==> src/dmad_ram.sv <==
// ----------------------------------------------------------------------------
// dmad_ram
// Simple dual-port RAM: one write port, one read port with registered data.
// ----------------------------------------------------------------------------
module dmad_ram #(
  parameter int WIDTH = 8,
  parameter int DEPTH = 16,
  localparam int AW = (DEPTH > 1) ? $clog2(DEPTH) : 1
) (
  input  logic             clk,
  input  logic             we,
  input  logic [AW-1:0]    waddr,
  input  logic [WIDTH-1:0] wdata,
  input  logic [AW-1:0]    raddr,
  output logic [WIDTH-1:0] rdata
);

  logic [WIDTH-1:0] mem [DEPTH];

  always_ff @(posedge clk) begin
    if (we) begin
      mem[waddr] <= wdata;
    end
    rdata <= mem[raddr];
  end

endmodule

==> config.mk <==
export PLATFORM = sky130hd
export DESIGN_NAME = dmad_ram
export DESIGN_NICKNAME = d
export VERILOG_FILES = /design/src/dmad_ram.sv
export SDC_FILE = /design/constraint.sdc
export NUM_CORES = 1
export LEC_CHECK = 0
export BUFFER_PORTS_ARGS = -buffer_cell sky130_fd_sc_hd__buf_2
export CORE_MARGIN = 1
export CORE_UTILIZATION = 44
export CTS_BUF_LIST = sky130_fd_sc_hd__clkbuf_8
export DETAILED_ROUTE_END_ITERATION = 10
export HOLD_SLACK_MARGIN = 0.08
export MAX_ROUTING_LAYER = met4
export PLACE_DENSITY = 0.72
export SLEW_MARGIN = 10
export SYNTH_ARGS = -nofsm -noshare
export SYNTH_HDL_FRONTEND = slang
export SYNTH_SLANG_ARGS = --single-unit
==> constraint.sdc <==
create_clock -name clk -period 1.8 [get_ports clk]
set_input_delay 0 -clock clk [delete_from_list [all_inputs] [get_ports clk]]
set_output_delay 0 -clock clk [all_outputs]
set_load 0.01 [all_outputs]
**Yosys cells after proc, flatten, opt, wreduce, memory -nomap -nowiden**

Memory sizes are Yosys's and may differ from the RTL's. A register that Yosys moved wholly into a read port is not among the register bits.
Cells that the tools add are included.

- Input bits: 18
- Logic and storage cells: 3
- Latch bits: 0
- Memory bits (writable): 128
- Output and inout port bits: 8
- Memory bits (read-only): 0
- Memories kept: 1
- Register bits: 0

Memories:

| memory | depth | width | read ports | clocked after Yosys merged registers in | write ports | RTL line | RTL |
|---|---|---|---|---|---|---|---|
| mem | 16 | 8 | 1 | 1 | 1 | 18 | `logic [WIDTH-1:0] mem [DEPTH];` |

- Shift-type cells: 0
- Div/mod/pow operators: 0
- Mux-type cells: 2
- Reduce and logical (&&, ||, !) cells: 0
- $lt $le $gt $ge: 0
- Multiply operators: 0
- Add/sub/neg operators: 0
- Bitwise logic cells: 0
- Eq/ne operators: 0

Operators by type and width:

| cell | number |
|---|---|
| $mux 1 | 2 |

**Longest topological paths before layout**

Gate-level depths: netlist of run 1.

- Depth in word-level cells: 2
- Depth in mapped cells: 5
- Depth with buffers taken out: 3

**Least setup slack after synthesis of run 1**

Ideal clock, no wire load.

- Kind: input -> register
- Start: input port waddr[2]
- End: memory mem[0][0] (enable)
- Stages: 2
- Data required time: 1.417 ns
- Setup time: 0.383 ns
- Path buffers: 0
- Data arrival time: 1.110 ns
- Path slack: 0.307 ns
- Path through: or3b_2 -> nor3_1

RTL lines:

| element | RTL line | RTL |
|---|---|---|
| start: declaration | 12 | `input logic [AW-1:0] waddr,` |
| end: declaration | 18 |  |

No word-level cell before the write port.

==> reports/metrics.cfg, run 1 <==
[worst_setup_path]
rr_worst_depth = 3
path_class = reg -> reg
endpoint_kind = register
slowest_delay_ns = 0.51
critPathLaunchType = register
crit_arrival_ns = 1.70
crit_chain = mux4_1 -> a22oi_1 -> nand2_1
rrSetupSlack_ns = 0.40
crit_fanout = 1
crit_required_ns = 2.10
critPathSlowestCell = mux4_1

[synth]
ys_top_cells_by_count = edfxtp_1, mux4_2, a22oi_1
synth_seq_cells = 136
synth_edf_count = 128
yosysTopAreaCellShare_pct = 74.7
synth_flop_cell = edfxtp_1
syn_nets = 247
synth.area.top_cells = edfxtp_1, mux4_2, mux4_1
yosysSeqAreaShare_pct = 77.8
synth.distinct_cells = 19
netlist_area_mm2 = 0.00515
synth.most_common_cell = edfxtp_1
synth_area_leader_cell = edfxtp_1
async_reset_ff_share_pct = 0
synth.avg_cell_area_um2 = 22.5
yosys_warnings = 0
syn_inst = 229

[cells_and_area]
final_area_mm2 = 0.00600
n_fill_cell = 899
area_delta_synth_final_pct = 16.5
drive_gt1_share_pct = 31.3
diodes = 0
fin_cells = 447
nNetsFinal = 309

[route]
dr.pass1.iters = 4
drtIter0Drc = 152
antenna_left = 0
viasPerCell = 5.55
via_count = 2480
routed_wl_mm = 9.18
wire_per_inst_um = 20.5
drc = 0

[pwr]
comb_power_share_pct = 5.5
switchingPower_mw = 1.42
leakage_nw = 2.02
power_density_mw_per_mm2 = 1040
pwr-share-clk_pct = 37.5
ir_worst_vdd_mv = 0.515
p_sw_share_pct = 22.8
power_frac_seq_pct = 57.0
p_int_mw = 4.81
p_total_mw = 6.23

[placed_design]
place_inst = 407
port_buffers = 25
dp_hpwl_mm = 5.74
placed_area_mm2 = 0.00554
dp_slack_ns = 0.249
place.gp.congestion = 0.793

[floorplanning]
die_h_um = 110
top_level_ports = 26
initial_utilization_pct = 45.1
die_x_um = 110
core_mm2 = 0.0114
dieArea_mm2 = 0.0121
rows = 39

[sta]
setup_violations = 0
hold_viol = 0
relSlewSlack_pct = 51.8
worst_slack_ns = 0.403
tightest_slew_ns = 0.720
period_minus_slack_ns = 1.40
fin_setup_tns_ns = 0
maxSlewViolCount = 0
rsz0062_at_grt = no
period_share_pct = 77.6
fmax_mhz = 716
skew_ns = 0.00750

[global_route]
grt_max_degree = 27
grt-ovfl-total = 0
grt_pass1_vias = 2366
grt_pass1_wl_mm = 13.7
gr-usage-all-layers_pct = 17.3
antenna_found_initial = 0

[clocking]
cts.sinks = 136
cts_max_level = 4
root_buffer = clkbuf_8
clkLatencyLatePin_ns = 0.42
clk_path_buf_depth = 2
tritoncts = yes
clk_pin_slew_ns = 0.08
postCtsSetupBuffers = 0
cts_made_buffers = 17

[min_path]
hold_path.class = in -> reg
whs_path_depth = 3

[outcome]
status = finished, final reports clean

[job]
cap_viol_max_count = 0

critical path: cells and delay by family, from the launching register on:
| family | cells | cell delay [ns] |
|---|---|---|
| multiplexers | 1 | 0.51 |
| flip-flops | 1 | 0.36 |
| AO/OA/AOI/OAI | 1 | 0.32 |
| AND/OR/NAND/NOR | 1 | 0.09 |
registers in the layout, summed over array words and instances (netlist names):
signal,cells
rdata,8
mem,128
final cells by class:
type / count / area, µm² / share of cell area (%)
clock buffers: 17 / 234 / 3.90
flip-flops and latches: 136 / 4000 / 66.8
repair buffers: 53 / 380 / 6.34
clock inverters: 15 / 143 / 2.38
multi-input cells: 83 / 1060 / 17.6
well taps: 143 / 179 / 2.98
timing repair:
| item | 4_1_cts | 5_1_grt |
|---|---|---|
| endpoints found under the hold margin | 128 | 0 |
| endpoints found under the setup margin | 0 | 0 |
| hold buffers | 8 | 0 |
| gates resized for setup | 0 | 0 |
layer usage:
layer | GRT usage, % | part of all wire, % | vias up
li1 | - | - | 1094
met1 | 23.1 | 44 | 1295
met2 | 26.2 | 50 | 75
met3 | 3.70 | 4.5 | 16
met4 | 6.95 | 1.5 | 0
met5 | - | 0 | -
cell usage in the layout (no fill, tap or decap), types with 2 or more instances in the layout:
cell           synthesis  routed
dlygate4sd3_1          0       8
mux4_1                14      14
dfxtp_1                8       8
buf_2                  3      25
clkinv_4               0       2
nor3_1                 4       4
edfxtp_1             128     128
nand2_1                9       9
buf_12                 0       2
mux4_2                18      18
nand3b_1               2       2
buf_4                  1      18
inv_6                  0       7
clkbuf_8               0      17
nor2_1                13      13
nand2b_1               2       2
a22oi_1               16      16
clkinvlp_4             0       4
power groups by stage:
stage	combinational, mW	clock (mW)	sequential, mW
floorplan	0.180	0	3.63
detailed placement	0.331	0	3.63
global placement	0.324	0	3.62
finish	0.340	2.34	3.55
global route	0.367	2.50	3.56
CTS	0.345	2.38	3.55
per-stage QoR:
stage	utilization, %	hold WS (ns)
after floorplan	-	0.0989
after detailed placement	48.5	0.392
after CTS	52.5	0.111
final	52.5	0.140
after global placement	48.5	0.386
after global routing	52.5	0.114
logic make-up (layout without fill, tap and decap cells):
logic type             count (synthesis)  count (layout)  share of synthesized area (%)
AO/OA/AOI/OAI                         16              16                           2.33
buffers and inverters                 10              85                           1.68
flip-flops                           136             136                           77.8
multiplexers                          32              32                           15.0
AND/OR/NAND/NOR                       35              35                           3.18
path summary, 6_finish.rpt:
kind | start | to
worst min register to register | mem[6][2]$_DFFE_PP_ | rdata[2]$_DFF_P_
worst max register to register | mem[9][4]$_DFFE_PP_ | rdata[4]$_DFF_P_
worst min-delay path | waddr[0] | mem[0][4]$_DFFE_PP_
worst max-delay path | mem[9][4]$_DFFE_PP_ | rdata[4]$_DFF_P_
No activity file was read; power rests on OpenSTA's default activity.
==> run 2: changes to the inputs <==
==> constraint.sdc (replaced) <==
create_clock -name clk -period 1.3 [get_ports clk]
set_input_delay 0 -clock clk [delete_from_list [all_inputs] [get_ports clk]]
set_output_delay 0 -clock clk [all_outputs]
set_load 0.01 [all_outputs]
==> reports/metrics.cfg, run 2 (same netlist as run 1, synthesis figures left out) <==
[floorplanning]
initial_utilization_pct = 45.1  ; unchanged
rows = 39  ; unchanged
die_x_um = 110  ; unchanged
dieArea_mm2 = 0.0121  ; unchanged
core_mm2 = 0.0114  ; unchanged
die_h_um = 110  ; unchanged
top_level_ports = 26  ; unchanged

[global_route]
antenna_found_initial = 0  ; unchanged
grt_pass1_vias = 2490  ; was 2366
gr-usage-all-layers_pct = 18.2  ; was 17.3%
grt_max_degree = 22  ; was 27
grt_pass1_wl_mm = 14.4  ; was 13.7 mm
grt-ovfl-total = 0  ; unchanged

[sta]
relSlewSlack_pct = 43.6  ; was 51.8%
skew_ns = 0.00795  ; was 0.00750 ns
setup_violations = 0  ; unchanged
worst_slack_ns = 0.0204  ; was 0.403 ns
hold_viol = 0  ; unchanged
period_minus_slack_ns = 1.28  ; was 1.40 ns
maxSlewViolCount = 0  ; unchanged
fmax_mhz = 782  ; was 716 MHz
tightest_slew_ns = 0.845  ; was 0.720 ns
rsz0062_at_grt = yes  ; was no
period_share_pct = 98.4  ; was 77.6%

[clocking]
root_buffer = clkbuf_8  ; unchanged
cts.sinks = 136  ; unchanged
postCtsSetupBuffers = 0  ; unchanged
cts_made_buffers = 17  ; unchanged
cts_max_level = 4  ; unchanged
clkLatencyLatePin_ns = 0.42  ; about the same
tritoncts = yes  ; unchanged
clk_path_buf_depth = 2  ; unchanged
clk_pin_slew_ns = 0.08  ; about the same

[route]
drc = 0  ; unchanged
antenna_left = 0  ; unchanged
drtIter0Drc = 177  ; was 152
dr.pass1.iters = 5  ; was 4
viasPerCell = 5.39  ; was 5.55
routed_wl_mm = 9.49  ; was 9.18 mm
via_count = 2420  ; was 2480
wire_per_inst_um = 21.1  ; was 20.5 µm

[worst_setup_path]
crit_required_ns = 1.61  ; was 2.10 ns
crit_fanout = 1  ; unchanged
path_class = reg -> reg  ; unchanged
rr_worst_depth = 3  ; unchanged
crit_arrival_ns = 1.59  ; was 1.70 ns
rrSetupSlack_ns = 0.02  ; was 0.40 ns
endpoint_kind = register  ; unchanged
critPathCapture = rdata[3]$_DFF_P_  ; was rdata[4]$_DFF_P_
r2r_end = rdata[3]$_DFF_P_  ; was rdata[4]$_DFF_P_
critPathLaunchType = register  ; unchanged
startpoint = mem[3][3]$_DFFE_PP_  ; was mem[9][4]$_DFFE_PP_
r2r-start = mem[3][3]$_DFFE_PP_  ; was mem[9][4]$_DFFE_PP_

[placed_design]
place.gp.congestion = 0.763  ; was 0.793
dp_hpwl_mm = 5.98  ; was 5.74 mm
dp_slack_ns = -0.168  ; was 0.249 ns
placed_area_mm2 = 0.00560  ; was 0.00554 mm²
port_buffers = 25  ; unchanged

[outcome]
status = finished, final reports clean  ; unchanged

[cells_and_area]
area_delta_synth_final_pct = 17.7  ; was 16.5%
drive_gt1_share_pct = 38.6  ; was 31.3%
largest_reg_flops = 128  ; unchanged
layout_commonest_cell = edfxtp_1  ; unchanged
diodes = 0  ; unchanged
largest_register = mem  ; unchanged
layout_common_cells = edfxtp_1, mux4_2, buf_2  ; was edfxtp_1, buf_2, mux4_2, buf_4, clkbuf_8
nNetsFinal = 311  ; was 309
reg_top3 = mem x128, rdata x8  ; unchanged
final_area_mm2 = 0.00606  ; was 0.00600 mm²

[min_path]
hold_path.class = in -> reg  ; unchanged

[pwr]
power_density_mw_per_mm2 = 1450  ; was 1040 mW/mm²
leakage_nw = 2.01  ; was 2.02 nW
ir_worst_vdd_mv = 0.792  ; was 0.515 mV

[job]
cap_viol_max_count = 0  ; unchanged

run 2: layer usage:
| metal | routed length [µm] | global-route usage, % | part of all wire [%] |
|---|---|---|---|
| met1 | 4060 | 23.0 | 43 |
| met5 | 0 | - | 0 |
| met3 | 589 | 4.41 | 6.2 |
| met4 | 72 | 6.39 | 0.76 |
| met2 | 4770 | 28.9 | 50 |
run 2: per-stage QoR:
stage / hold WS [ns] / instances / utilization [%] / power [mW] / TNS (ns)
6_report: 0.126 / 449 / 53.1 / 8.77 / 0
5_1_grt: 0.116 / 449 / 53.1 / 9.06 / -0.103
4_1_cts: 0.101 / 449 / 53.3 / 8.83 / 0
3_5_place_dp: 0.396 / 409 / 49.0 / 5.51 / -0.765
3_3_place_gp: 0.382 / 409 / 49.0 / 5.49 / -0.657
2_1_floorplan: 0.0989 / 229 / - / 5.28 / 0
run 2: worst max-delay path: stages (launching register included):
cell	delay [ns]
edfxtp_1	0.39
mux4_2	0.51
a22oi_2	0.21
nand2_1	0.07
run 2: worst min-delay path by stage:
stage,start,to,slack [ns],cells past startpoint
6_report,waddr[1],mem[0][2]$_DFFE_PP_,0.13,3
5_1_grt,waddr[0],mem[0][2]$_DFFE_PP_,0.12,3
4_1_cts,waddr[1],mem[0][2]$_DFFE_PP_,0.10,3
3_5_place_dp,rdata[2]$_DFF_P_,rdata[2],0.40,1
3_3_place_gp,wdata[7],mem[4][7]$_DFFE_PP_,0.38,1
2_1_floorplan,wdata[0],mem[0][0]$_DFFE_PP_,0.1,0
run 2: timing repair:
action / in CTS / in global routing
hold buffers: 8 / 0
resized for setup: 8 / 13
pin swaps: 2 / 3
endpoints found under the setup margin: 5 / 8
endpoints found under the hold margin: 128 / 0
run 2: area by class of cell:
cell class                 instances  area, µm²
timing repair buffer              55        433
fill                             903       5360
clock buffer                      17        234
clock inverter                    15        155
multi-input combinational         83       1050
sequential                       136       4000
tap                              143        179
run 2: power by group:
group | internal (mW) | leakage (nW) | switching [mW]
Combinational | 0.243 | 0.592 | 0.277
Clock | 1.71 | 0.192 | 1.62
Sequential | 4.90 | 1.22 | 0.0299
